<file path="config.mk">
export PLATFORM = sky130hd
export DESIGN_NAME = scaled_integer_to_decimal_text
export DESIGN_NICKNAME = d
export VERILOG_FILES = /design/src/sidt_pkg.sv /design/src/sidt_front.sv /design/src/sidt_back.sv /design/src/scaled_integer_to_decimal_text.sv
export SDC_FILE = /design/constraint.sdc
export NUM_CORES = 1
export LEC_CHECK = 0
export BUFFER_PORTS_ARGS = -buffer_cell sky130_fd_sc_hd__buf_2
export CAP_MARGIN = 40
export CORE_MARGIN = 5
export CORE_UTILIZATION = 40
export CTS_CLUSTER_SIZE = 40
export DETAILED_ROUTE_END_ITERATION = 12
export SYNTH_ARGS = -nofsm -noshare
export SYNTH_HDL_FRONTEND = slang
export SYNTH_SLANG_ARGS = --single-unit
export TNS_END_PERCENT = 1
</file>
<file path="constraint.sdc">
create_clock -name clock -period 15.55 [get_ports clock]
set_clock_uncertainty 0.2 [all_clocks]
set_input_delay 2.3325 -clock clock [delete_from_list [all_inputs] [get_ports clock]]
set_output_delay 2.3325 -clock clock [all_outputs]
set_load 0.02 [all_outputs]
</file>
<file path="src/sidt_pkg.sv">
`default_nettype none
// ----------------------------------------------------------------------------
// sidt_pkg: shared types and constants for the scaled integer to text block
// Character codes, digit count and the queue head record.
// ----------------------------------------------------------------------------
package sidt_pkg;

   // Decimal digits held after conversion; covers 2**128 and a scale of 38.
   localparam int DIGITS      = 39;
   localparam int BCD_W       = DIGITS * 4;
   localparam int SCALE_W     = 6;
   localparam int SCALE_MAX   = 38;
   localparam int PTR_W       = 6;
   localparam int CHAR_W      = 8;
   localparam int QUEUE_DEPTH = 2;
   localparam int COUNT_W     = $clog2(QUEUE_DEPTH + 1);

   localparam logic [CHAR_W-1:0] CHAR_ZERO  = 8'h30;
   localparam logic [CHAR_W-1:0] CHAR_DOT   = 8'h2E;
   localparam logic [CHAR_W-1:0] CHAR_MINUS = 8'h2D;

   localparam logic [3:0] BCD_ADJ_MIN = 4'd5;
   localparam logic [3:0] BCD_ADJ     = 4'd3;

   // Head of the request queue as seen by the back end.
   typedef struct packed {
      logic valid;
      logic neg;
   } head_type;

endpackage
`default_nettype wire

</file>
<file path="src/sidt_front.sv">
`default_nettype none
// ----------------------------------------------------------------------------
// sidt_front: request intake
// Sign-extends the request, splits it into sign and magnitude and queues it.
// ----------------------------------------------------------------------------
module sidt_front #(
   parameter int VALUE_BITS = 128
) (
   input  wire                     clock,
   input  wire                     reset,
   input  wire                     req_valid,
   output logic                    req_stall,
   input  wire signed [63:0]       req_value_high,
   input  wire        [63:0]       req_value_low,
   output sidt_pkg::head_type      q_head,
   output logic [VALUE_BITS-1:0]   q_mag,
   input  wire                     q_ready
);

   logic [127:0]            full_value;
   logic [VALUE_BITS-1:0]   trunc_value;
   logic                    neg;
   logic [VALUE_BITS-1:0]   mag;
   logic                    push;
   logic                    pop;

   logic [VALUE_BITS-1:0]   mag_ff [sidt_pkg::QUEUE_DEPTH];
   logic                    neg_ff [sidt_pkg::QUEUE_DEPTH];
   logic                    wr_ptr_ff, wr_ptr_in;
   logic                    rd_ptr_ff, rd_ptr_in;
   logic [sidt_pkg::COUNT_W-1:0] count_ff, count_in;

   assign full_value  = {req_value_high, req_value_low};
   assign trunc_value = full_value[VALUE_BITS-1:0];
   assign neg         = trunc_value[VALUE_BITS-1];
   // Two's complement magnitude; the most negative value lands on 2**(n-1).
   assign mag = neg ? (~trunc_value + {{(VALUE_BITS-1){1'b0}}, 1'b1}) : trunc_value;

   assign req_stall = (count_ff == sidt_pkg::COUNT_W'(sidt_pkg::QUEUE_DEPTH));
   assign push      = req_valid && !req_stall;
   assign pop       = q_head.valid && q_ready;

   assign q_head.valid = (count_ff != '0);
   assign q_head.neg   = neg_ff[rd_ptr_ff];
   assign q_mag        = mag_ff[rd_ptr_ff];

   always_comb begin
      wr_ptr_in = push ? ~wr_ptr_ff : wr_ptr_ff;
      rd_ptr_in = pop  ? ~rd_ptr_ff : rd_ptr_ff;
      count_in  = count_ff;
      if (push && !pop) begin
         count_in = count_ff + 1'b1;
      end else if (pop && !push) begin
         count_in = count_ff - 1'b1;
      end
   end

   always_ff @(posedge clock) begin
      if (reset) begin
         wr_ptr_ff <= 1'b0;
         rd_ptr_ff <= 1'b0;
         count_ff  <= '0;
      end else begin
         wr_ptr_ff <= wr_ptr_in;
         rd_ptr_ff <= rd_ptr_in;
         count_ff  <= count_in;
      end
   end

   always_ff @(posedge clock) begin
      if (push) begin
         mag_ff[wr_ptr_ff] <= mag;
         neg_ff[wr_ptr_ff] <= neg;
      end
   end

endmodule
`default_nettype wire

</file>
<file path="src/sidt_back.sv">
`default_nettype none
// ----------------------------------------------------------------------------
// sidt_back: conversion and text emission
// Shift-and-add-3 binary to BCD, then a character sequencer into an
// output register.
// ----------------------------------------------------------------------------
module sidt_back #(
   parameter int VALUE_BITS = 128
) (
   input  wire                             clock,
   input  wire                             reset,
   input  sidt_pkg::head_type              q_head,
   input  wire [VALUE_BITS-1:0]            q_mag,
   output logic                            q_ready,
   input  wire [sidt_pkg::SCALE_W-1:0]     scale,
   output logic                            rsp_valid,
   input  wire                             rsp_stall,
   output logic [sidt_pkg::CHAR_W-1:0]     rsp_text_char,
   output logic                            rsp_last_char
);

   localparam int STEP_W = (VALUE_BITS > 1) ? $clog2(VALUE_BITS) : 1;
   localparam logic [STEP_W-1:0] STEP_LAST = STEP_W'(VALUE_BITS - 1);

   localparam logic [2:0] ST_IDLE = 3'd0;
   localparam logic [2:0] ST_CONV = 3'd1;
   localparam logic [2:0] ST_PREP = 3'd2;
   localparam logic [2:0] ST_SIGN = 3'd3;
   localparam logic [2:0] ST_INT  = 3'd4;
   localparam logic [2:0] ST_DOT  = 3'd5;
   localparam logic [2:0] ST_FRAC = 3'd6;

   logic [2:0]                       state_ff, state_in;
   logic [STEP_W-1:0]                step_ff, step_in;
   logic [VALUE_BITS-1:0]            mag_ff, mag_in;
   logic [sidt_pkg::BCD_W-1:0]       bcd_ff, bcd_in;
   logic                             neg_ff, neg_in;
   logic [sidt_pkg::PTR_W-1:0]       ptr_ff, ptr_in;
   logic                             rsp_valid_ff, rsp_valid_in;
   logic [sidt_pkg::CHAR_W-1:0]      rsp_char_ff, rsp_char_in;
   logic                             rsp_last_ff, rsp_last_in;

   logic [sidt_pkg::DIGITS-1:0]      nz;
   logic [sidt_pkg::PTR_W-1:0]       top;
   logic [sidt_pkg::PTR_W-1:0]       start_ptr;
   logic [sidt_pkg::BCD_W-1:0]       adjusted;
   logic [sidt_pkg::BCD_W-1:0]       bcd_shift;
   logic [3:0]                       digit;
   logic [sidt_pkg::CHAR_W-1:0]      digit_char;
   logic                             lower_zero;
   logic                             out_free;
   logic                             emit;
   logic [sidt_pkg::CHAR_W-1:0]      emit_char;
   logic                             emit_last;

   // Per-digit nonzero flags, add-3 correction, most significant nonzero digit.
   always_comb begin
      logic [3:0] d;
      top = '0;
      for (int i = 0; i < sidt_pkg::DIGITS; i++) begin
         d = bcd_ff[4*i +: 4];
         nz[i] = (d != 4'd0);
         adjusted[4*i +: 4] = (d >= sidt_pkg::BCD_ADJ_MIN) ? (d + sidt_pkg::BCD_ADJ) : d;
         if (d != 4'd0) begin
            top = sidt_pkg::PTR_W'(i);
         end
      end
   end

   assign bcd_shift  = {adjusted[sidt_pkg::BCD_W-2:0], mag_ff[VALUE_BITS-1]};
   assign start_ptr  = (top > scale) ? top : scale;
   assign digit      = bcd_ff[{ptr_ff, 2'b00} +: 4];
   assign digit_char = sidt_pkg::CHAR_ZERO + {4'b0000, digit};
   // Nothing but zeros below the current fraction digit: it ends the text.
   assign lower_zero = ((nz & ((sidt_pkg::DIGITS'(1) << ptr_ff) - sidt_pkg::DIGITS'(1)))
                        == '0);
   assign out_free   = !rsp_valid_ff || !rsp_stall;
   assign q_ready    = (state_ff == ST_IDLE);

   always_comb begin
      state_in  = state_ff;
      step_in   = step_ff;
      mag_in    = mag_ff;
      bcd_in    = bcd_ff;
      neg_in    = neg_ff;
      ptr_in    = ptr_ff;
      emit      = 1'b0;
      emit_char = digit_char;
      emit_last = 1'b0;
      case (state_ff)
         ST_IDLE: begin
            if (q_head.valid) begin
               mag_in   = q_mag;
               neg_in   = q_head.neg;
               bcd_in   = '0;
               step_in  = '0;
               state_in = ST_CONV;
            end
         end
         ST_CONV: begin
            bcd_in  = bcd_shift;
            mag_in  = {mag_ff[VALUE_BITS-2:0], 1'b0};
            step_in = step_ff + 1'b1;
            if (step_ff == STEP_LAST) begin
               state_in = ST_PREP;
            end
         end
         ST_PREP: begin
            ptr_in   = start_ptr;
            state_in = neg_ff ? ST_SIGN : ST_INT;
         end
         ST_SIGN: begin
            if (out_free) begin
               emit      = 1'b1;
               emit_char = sidt_pkg::CHAR_MINUS;
               state_in  = ST_INT;
            end
         end
         ST_INT: begin
            if (out_free) begin
               emit      = 1'b1;
               emit_last = (ptr_ff == scale) && (scale == '0);
               if (ptr_ff == scale) begin
                  state_in = (scale == '0) ? ST_IDLE : ST_DOT;
               end else begin
                  ptr_in = ptr_ff - 1'b1;
               end
            end
         end
         ST_DOT: begin
            if (out_free) begin
               emit      = 1'b1;
               emit_char = sidt_pkg::CHAR_DOT;
               ptr_in    = scale - 1'b1;
               state_in  = ST_FRAC;
            end
         end
         ST_FRAC: begin
            if (out_free) begin
               emit      = 1'b1;
               emit_last = lower_zero;
               if (lower_zero) begin
                  state_in = ST_IDLE;
               end else begin
                  ptr_in = ptr_ff - 1'b1;
               end
            end
         end
         default: begin
            state_in = ST_IDLE;
         end
      endcase
   end

   assign rsp_valid_in = emit || (rsp_valid_ff && rsp_stall);
   assign rsp_char_in  = emit ? emit_char : rsp_char_ff;
   assign rsp_last_in  = emit ? emit_last : rsp_last_ff;

   always_ff @(posedge clock) begin
      if (reset) begin
         state_ff     <= ST_IDLE;
         rsp_valid_ff <= 1'b0;
      end else begin
         state_ff     <= state_in;
         rsp_valid_ff <= rsp_valid_in;
      end
   end

   always_ff @(posedge clock) begin
      step_ff     <= step_in;
      mag_ff      <= mag_in;
      bcd_ff      <= bcd_in;
      neg_ff      <= neg_in;
      ptr_ff      <= ptr_in;
      rsp_char_ff <= rsp_char_in;
      rsp_last_ff <= rsp_last_in;
   end

   assign rsp_valid     = rsp_valid_ff;
   assign rsp_text_char = rsp_char_ff;
   assign rsp_last_char = rsp_last_ff;

endmodule
`default_nettype wire

</file>
<file path="src/scaled_integer_to_decimal_text.sv">
`default_nettype none
// ----------------------------------------------------------------------------
// scaled_integer_to_decimal_text: signed scaled integer to ASCII decimal
// Turns a signed VALUE_BITS-bit integer and a decimal scale into text.
// ----------------------------------------------------------------------------
// Each request carries a signed integer as req_value_high:req_value_low; only
// the low VALUE_BITS bits count, sign-extended. csr_column_scale sets how many
// decimal digits sit after the point (values above 38 act as 38). The text
// leaves on the rsp_ channel one character per response, most significant
// first: an optional '-', the integer digits (a lone '0' if none), then, when
// the scale is nonzero, '.' and the fraction with trailing zeros dropped but
// at least one digit kept. rsp_last_char marks the final character. A front
// end takes requests into a two-entry queue, so up to two requests are taken
// while one converts. The back end loads a request, runs the shift-and-add-3
// conversion over all VALUE_BITS bits (one bit a cycle), finds the leading
// digit, then emits one character per cycle (1 to 41 characters) while the
// response side does not stall; it takes the next request only after the
// last character. Write the scale only while idle; the configuration port is
// always ready.
// ----------------------------------------------------------------------------
module scaled_integer_to_decimal_text #(
   parameter int VALUE_BITS = 128
) (
   input  wire                           clock,
   input  wire                           reset,
   // request channel
   input  wire                           req_valid,
   output logic                          req_stall,
   input  wire signed [63:0]             req_value_high,
   input  wire        [63:0]             req_value_low,
   // response channel
   output logic                          rsp_valid,
   input  wire                           rsp_stall,
   output logic [sidt_pkg::CHAR_W-1:0]   rsp_text_char,
   output logic                          rsp_last_char,
   // configuration
   input  wire                           csr_valid,
   output logic                          csr_ready,
   input  wire [sidt_pkg::SCALE_W-1:0]   csr_column_scale
);

   sidt_pkg::head_type                q_head;
   logic [VALUE_BITS-1:0]             q_mag;
   logic                              q_ready;

   logic [sidt_pkg::SCALE_W-1:0]      scale_ff, scale_in;
   logic [sidt_pkg::SCALE_W-1:0]      scale_eff;

   // Scale register; the user must write it only between requests, the block does not enforce it.
   assign csr_ready = 1'b1;
   assign scale_in  = (csr_valid && csr_ready) ? csr_column_scale : scale_ff;

   always_ff @(posedge clock) begin
      if (reset) begin
         scale_ff <= '0;
      end else begin
         scale_ff <= scale_in;
      end
   end

   // Clamp so the text never exceeds 41 characters.
   assign scale_eff = (scale_ff > sidt_pkg::SCALE_W'(sidt_pkg::SCALE_MAX))
                      ? sidt_pkg::SCALE_W'(sidt_pkg::SCALE_MAX) : scale_ff;

   // Front end: sign/magnitude split and request queue.
   sidt_front #(
      .VALUE_BITS (VALUE_BITS)
   ) u_front (
      .clock          (clock),
      .reset          (reset),
      .req_valid      (req_valid),
      .req_stall      (req_stall),
      .req_value_high (req_value_high),
      .req_value_low  (req_value_low),
      .q_head         (q_head),
      .q_mag          (q_mag),
      .q_ready        (q_ready)
   );

   // Back end: BCD conversion and character sequencer.
   sidt_back #(
      .VALUE_BITS (VALUE_BITS)
   ) u_back (
      .clock         (clock),
      .reset         (reset),
      .q_head        (q_head),
      .q_mag         (q_mag),
      .q_ready       (q_ready),
      .scale         (scale_eff),
      .rsp_valid     (rsp_valid),
      .rsp_stall     (rsp_stall),
      .rsp_text_char (rsp_text_char),
      .rsp_last_char (rsp_last_char)
   );

`ifndef SYNTHESIS
   // A full queue always presents a request to the back end.
   a_stall_has_head: assert property (@(posedge clock) disable iff (reset)
      req_stall |-> q_head.valid)
      else $error("queue full with no head");

   // Once the back end takes a request it is busy on the next cycle.
   a_pop_busy: assert property (@(posedge clock) disable iff (reset)
      (q_head.valid && q_ready) |=> !q_ready)
      else $error("back end took a request but stayed idle");

   // Sign and point never end the text.
   a_punct_not_last: assert property (@(posedge clock) disable iff (reset)
      (rsp_valid && (rsp_text_char == sidt_pkg::CHAR_MINUS ||
                     rsp_text_char == sidt_pkg::CHAR_DOT)) |-> !rsp_last_char)
      else $error("text ends on sign or point");

   // Only digits, sign and point leave the block.
   a_char_set: assert property (@(posedge clock) disable iff (reset)
      rsp_valid |-> ((rsp_text_char >= sidt_pkg::CHAR_ZERO &&
                      rsp_text_char <= sidt_pkg::CHAR_ZERO + 8'd9) ||
                     rsp_text_char == sidt_pkg::CHAR_MINUS ||
                     rsp_text_char == sidt_pkg::CHAR_DOT))
      else $error("unexpected character");
`endif

endmodule
`default_nettype wire
</file>
==> flow_metrics.tcl, run 1 <==
set metrics [dict create \
    syn2layout_area_growth_pct 13.9 \
    avgSynthCellArea_um2 11.3 \
    wl_um 75000 \
    synth_area_um2 31100 \
    die_w_um 289 \
    min_period_ps 5560 \
    path_clk_slew_ps 60 \
    pwr-share-clk_pct 23.9 \
    min_period_over_period_pct 35.8 \
    setup_viol 0 \
    final_max_slew_viol_count 0 \
    ys_types 79 \
    p_sw_share_pct 35.7 \
    grt_max_degree 90 \
    cp_cell_sequence "buf_2, nor4_1, nand4_1, nor3_4, nand4_2, or4_4, or4_4, o41ai_2, xnor2_1" \
    syn_inst 2740 \
    hpwl_um 51800 \
    nets 3105 \
    hold_viol_final 0 \
    final_util_pct 45.8 \
    track_usage_pct 17.6 \
    worst-endpoint-arrival_ps 5700 \
    coreArea_um2 77300 \
    cts.sinks 577 \
    worstSetupEndpointType "register" \
    slowest_delay_ps 620 \
    ys.flop_type "edfxtp_1" \
    via_per_inst 5.49 \
    maxCapViolations 0 \
    overflow 0 \
    worst_slack_ps 9990 \
    pre_cts_ws_ps 9390 \
    fmax_ghz 0.180 \
    synth-seq-area-share_pct 55.2 \
    via_count 21800 \
    postRouteAntennaNets 0 \
    die_height_um 289 \
    ios 151 \
    cts_tree "yes" \
    drtIter0Drc 1654 \
    fillCellCount 7170 \
    initial_core_util_pct 40.2 \
    tightest_slew_ps 942 \
    ys_warn_count 0 \
    cts_buffer_depth 3 \
    dr.pass1.iters 7 \
    worstSetupPathType "primary input to register" \
    fin_setup_tns_ps 0 \
    drive_above_1_share_pct 13.2 \
    peakVddDrop_v 0.0000897 \
    gp_congestion 0.898 \
    switchingPower_uw 2390 \
    htreeDepth 3 \
    max_slew_margin_pct 36.3 \
    share_seq_of_total_power_pct 43.2 \
    wire_per_inst_um 18.9 \
    worstSetupStartpointType "primary input" \
    p_leak_uw 0.0123 \
    rsz0062_at_grt "false" \
    grt_pass1_wl_um 118000 \
    die-area_um2 83400 \
    port-buffer-count 146 \
    p_int_uw 4320 \
    powerDensity_nw_per_um2 190 \
    worst-path-max-fanout 7 \
    synth-seq-cells 577 \
    grt_pass1_vias 21600 \
    multiInputGateArea_um2 13100 \
    cts_hold_buf 0 \
    required_ps 15680 \
    slowest_stage "or4_4" \
    clkLatencyLatePin_ps 620 \
    num_rows 102 \
    cts_root_buf "clkbuf_16" \
    seq_area_um2 17200 \
    post_cts_buffers 0 \
    async_flop_share_pct 0 \
    synth-edff-count 562 \
    combPwrFrac_pct 32.9 \
    status "completed" \
    drc_errors 0 \
    antenna_found_initial 8 \
    cts_buffers 67 \
    cts_resized 0 \
    crit_top_cell "or4_4" \
    hp-class "register to register" \
]
-- cell families after synthesis --
family / Yosys count / synth area share, %
fa+ha+maj: 95 / 3.82
other cells: 2 / 0.0241
simple gates: 877 / 13.5
compound gates: 551 / 10.3
xor+xnor: 225 / 6.34
buf+inv: 220 / 2.71
flops: 577 / 55.2
mux: 193 / 7.99
-- registers in the layout (all words and copies together), names as in the netlist, named ones only --
name	flops
u_front.count_ff	2
u_back.rsp_valid	1
u_back.mag_ff	128
u_back.state_ff	3
u_front.mag_ff	256
u_back.ptr_ff	6
u_front.rd_ptr_ff	1
u_back.rsp_last_char	1
u_back.rsp_text_char	5
u_front.neg_ff	2
u_back.bcd_ff	156
scale_ff	6
u_back.step_ff	7
u_front.wr_ptr_ff	1
u_back.neg_ff	1
-- layout by cell type, fill, tap and decap left out, types with 25 or more instances in the layout --
| cell type | instances |
|---|---|
| a21oi_1 | 283 |
| buf_2 | 149 |
| buf_4 | 28 |
| clkbuf_16 | 68 |
| edfxtp_1 | 562 |
| ha_1 | 95 |
| inv_1 | 93 |
| mux2i_1 | 148 |
| mux4_2 | 44 |
| nand2_1 | 185 |
| nand2b_1 | 54 |
| nand3_1 | 30 |
| nor2_1 | 365 |
| nor3_1 | 63 |
| nor4_1 | 25 |
| o21ai_0 | 113 |
| o31ai_1 | 45 |
| xnor2_1 | 172 |
| xor2_1 | 53 |
-- synthesized netlist by cell type, types with 18 or more instances --
library cell	count	area, um^2
nor4_1	25	156
nor3_1	63	315
ha_1	95	1190
xnor2_1	172	1510
o31ai_1	45	338
mux2i_1	148	1480
nand2_1	187	702
or3_1	24	150
buf_1	19	71.3
inv_1	93	349
o41ai_1	23	201
o21ai_0	113	566
or3b_2	20	175
mux4_2	44	991
a21oi_1	283	1420
nand3_1	30	150
nor2_1	366	1370
edfxtp_1	562	16900
or4_1	18	135
xor2_1	53	464
nor3b_1	24	180
nand2b_1	54	338
clkbuf_1	101	379
-- stage by stage --
stage / instance area (um^2) / hold slack (ps) / total power, uW / std cells
2_1_floorplan: 31100 / 277 / 4600 / 2742
4_1_cts: 35400 / 330 / 6770 / 3960
3_5_place_dp: 33100 / 314 / 5140 / 3842
5_1_grt: 35400 / 371 / 7170 / 3963
6_report: 35400 / 319 / 6710 / 3967
3_3_place_gp: 32900 / 313 / 4990 / 3829
-- power by group through the flow --
| stage | clock [uW] | combinational [uW] | sequential, uW |
|---|---|---|---|
| floorplan | 0 | 1670 | 2940 |
| global placement | 0 | 2090 | 2900 |
| detailed placement | 0 | 2220 | 2920 |
| CTS | 1650 | 2230 | 2900 |
| global route | 1720 | 2480 | 2970 |
| finish | 1610 | 2210 | 2900 |
-- path summary, 6_finish.rpt --
| path | slack, ps | start | cells after the start | to |
|---|---|---|---|---|
| max reg2reg | 10110 | u_back.bcd_ff[16] | 18 | u_back.ptr_ff[3] |
| min | 320 | scale_ff[0] | 2 | scale_ff[0] |
| max | 9990 | req_value_low[8] | 9 | u_front.mag_ff[1][123] |
| min reg2reg | 320 | scale_ff[0] | 2 | scale_ff[0] |
-- critical path: cells and delay by family --
kind                   cells  cell delay (ps)
AO/OA/AOI/OAI              1              240
XOR/XNOR                   1              120
buffers and inverters      1              120
AND/OR/NAND/NOR            6             2870
-- cell type report --
type / count / share of cell area [%]
flip-flops and latches: 577 / 48.5
multi-input cells: 1945 / 37.0
clock buffers: 78 / 4.91
well taps: 1040 / 3.68
repair buffers: 186 / 3.36
clock inverters: 40 / 1.45
inverters: 94 / 0.997
diodes: 7 / 0.0495
-- routing by layer --
| metal | wire length (um) | share of wire [%] | vias to the layer above | GRT usage, % |
|---|---|---|---|---|
| met5 | 13 | 0.017 | - | 0 |
| met4 | 2400 | 3.2 | 2 | 6.34 |
| met3 | 4250 | 5.7 | 140 | 3.94 |
| met2 | 36100 | 48 | 583 | 29.0 |
| met1 | 32200 | 43 | 10700 | 23.0 |
| li1 | - | - | 10400 | - |
No activity file was read; power rests on OpenSTA's default activity.
==> run 2: changes to the inputs <==
--- a/config.mk
+++ b/config.mk
@@ -5,6 +5,7 @@
 export SDC_FILE = /design/constraint.sdc
 export NUM_CORES = 1
 export LEC_CHECK = 0
+export ABC_AREA = 1
 export BUFFER_PORTS_ARGS = -buffer_cell sky130_fd_sc_hd__buf_2
 export CAP_MARGIN = 40
 export CORE_MARGIN = 5
==> constraint.sdc (replaced) <==
create_clock -name clock -period 5.4 [get_ports clock]
set_clock_uncertainty 0.2 [all_clocks]
set_input_delay 0.81 -clock clock [delete_from_list [all_inputs] [get_ports clock]]
set_output_delay 0.81 -clock clock [all_outputs]
set_load 0.02 [all_outputs]
==> flow_metrics.tcl, run 2 <==
set metrics [dict create \
    status "completed" \
    grt_pass1_wl_um 126000 \
    fin_setup_tns_ps 0 \
    rsz0062_at_grt "false" \
    synth_area_um2 32000 \
    synthTopCellsByCount "nand2_1 (570), edfxtp_1 (562), inv_1 (513)" \
    clkLatencyLatePin_ps 610 \
    yosysTopAreaCell "edfxtp_1" \
    nets 3838 \
    final_cells 4719 \
    wl_um 80700 \
    crit_top_cell "nand2_1" \
    num_rows 103 \
    dp_cells 4584 \
    worst-endpoint-arrival_ps 4760 \
    ys_warn_count 0 \
    cts_hold_buf 0 \
    die-area_um2 85900 \
    min_period_ps 4640 \
    overflow 0 \
    die_height_um 293 \
    fmax_ghz 0.216 \
    syn2layout_area_growth_pct 13.3 \
    place_area_um2 34100 \
    ios 151 \
    final_max_slew_viol_count 0 \
    layout_common_cells "nand2_1 (569), edfxtp_1 (562), inv_1 (512)" \
    peakVddDrop_v 0.000392 \
    worst-path-max-fanout 9 \
    async_flop_share_pct 0 \
    syn_inst 3465 \
    largest_register_ffs 256 \
    port-buffer-count 146 \
    reg_top3 "u_front.mag_ff: 256 flops, u_back.bcd_ff: 156 flops, u_back.mag_ff: 128 flops" \
    antenna_found_initial 13 \
    total_power_uw 19700 \
    p_leak_uw 0.0141 \
    busiest_layer "met2" \
    slowest_stage "edfxtp_1" \
    via_per_inst 5.16 \
    drive_above_1_share_pct 10.5 \
    min_period_over_period_pct 85.9 \
    grt_pass1_vias 23000 \
    worst_slack_ps 762 \
    post_cts_buffers 0 \
    hpwl_um 55900 \
    largest-register "u_front.mag_ff" \
    cts_root_buf "clkbuf_16" \
    synth-seq-area-share_pct 53.6 \
    htreeDepth 3 \
    path_clk_slew_ps 60 \
    maxCapViolations 0 \
    worstSetupEndpointType "register" \
    track_usage_pct 18.2 \
    initial_core_util_pct 40.4 \
    die_w_um 293 \
    coreArea_um2 79300 \
    max_slew_margin_pct 30.2 \
    tightest_slew_ps 1050 \
    final_cell_area_um2 36300 \
    synth.most_common_cell "nand2_1" \
    required_ps 5520 \
    synth_top_area_share_pct 52.7 \
    via_count 24400 \
    cts_buffers 68 \
    final_common_cell "nand2_1" \
    synth.top_cells.by_area "edfxtp_1 (53%), o21ai_0 (7.8%), nand2_1 (6.7%)" \
    grtUsageMet1_pct 24.8 \
    dr.pass1.iters 5 \
    powerDensity_nw_per_um2 543 \
    postRouteAntennaNets 0 \
    wire_per_inst_um 17.1 \
    worstSetupStartpointType "register" \
    drtIter0Drc 1810 \
    cts.sinks 577 \
    worstSetupPathType "register to register" \
    cts_tree "yes" \
    cts_resized 0 \
    synth-seq-cells 577 \
    pre_cts_ws_ps 330 \
    synth-edff-count 562 \
    ys.flop_type "edfxtp_1" \
    grt_max_degree 234 \
    gp_congestion 0.932 \
    hp-class "primary input to register" \
    slowest_delay_ps 410 \
    ys_types 62 \
    cts_buffer_depth 3 \
    setup_viol 0 \
    avgSynthCellArea_um2 9.25 \
    hold_viol_final 0 \
    met2_usage_pct 29.5 \
    grtUsageMet3_pct 3.69 \
    drc_errors 0 \
]
[run 2: cell types whose count changed after synthesis, moves of 112 or more]
cell,change
nand2_1,+383
xnor2_1,-112
o21ai_0,+388
inv_1,+420
mux2i_1,-148
a21oi_1,-112
[run 2: through the flow]
stage | hold slack (ps) | util, %
final | 239 | 45.8
after global routing | 226 | 45.8
after CTS | 195 | 45.8
after detailed placement | 281 | 43.0
after global placement | 282 | 42.9
after floorplan | 256 | -
[run 2: cell type report]
cell class | count | area, um^2
Fill cell | 7603 | 42900
Sequential cell | 577 | 17200
Multi-Input combinational cell | 2242 | 12500
Inverter | 533 | 2000
Clock buffer | 84 | 1780
Tap cell | 1050 | 1310
Timing Repair Buffer | 182 | 1130
Clock inverter | 40 | 425
Antenna cell | 11 | 27.5
[run 2: critical path: cells and delay by family (launching register included)]
family                     cells  cell delay [ps]
adders and majority gates      2              480
buffers and inverters          2              310
and+or+nand+nor               41             2540
DFF                            1              410
AOI/OAI and AO/OA              3              420
[run 2: cell families after synthesis]
logic type | share of synthesized area [%]
xor+xnor | 4.07
simple gates | 15.4
fa+ha+maj | 3.71
mux | 0.0351
compound gates | 15.5
buf+inv | 7.67
flops | 53.6
other cells | 0.0234
[run 2: path summary, 6_finish.rpt]
path                            depth (start not counted)  slack, ps                start          endpoint
worst max-delay path                                   48        760     u_back.bcd_ff[8]  u_back.ptr_ff[4]
worst min-delay path                                    3        240  csr_column_scale[0]       scale_ff[0]
worst max register to register                         48        760     u_back.bcd_ff[8]  u_back.ptr_ff[4]
worst min register to register                          1        310    u_front.rd_ptr_ff          register
[run 2: power by group]
group	switching (uW)	internal [uW]	total, uW
Clock	1950	2590	4540
Sequential	904	7240	8140
Combinational	4950	2100	7040
Total	7810	11900	19700
[run 2: metal layers]
metal	routed length, um	vias to the layer above	part of all wire [%]
met5	34	-	0.042
met4	2490	6	3.1
met3	4720	152	5.8
met2	37100	600	46
met1	36400	11400	45
li1	-	12200	-
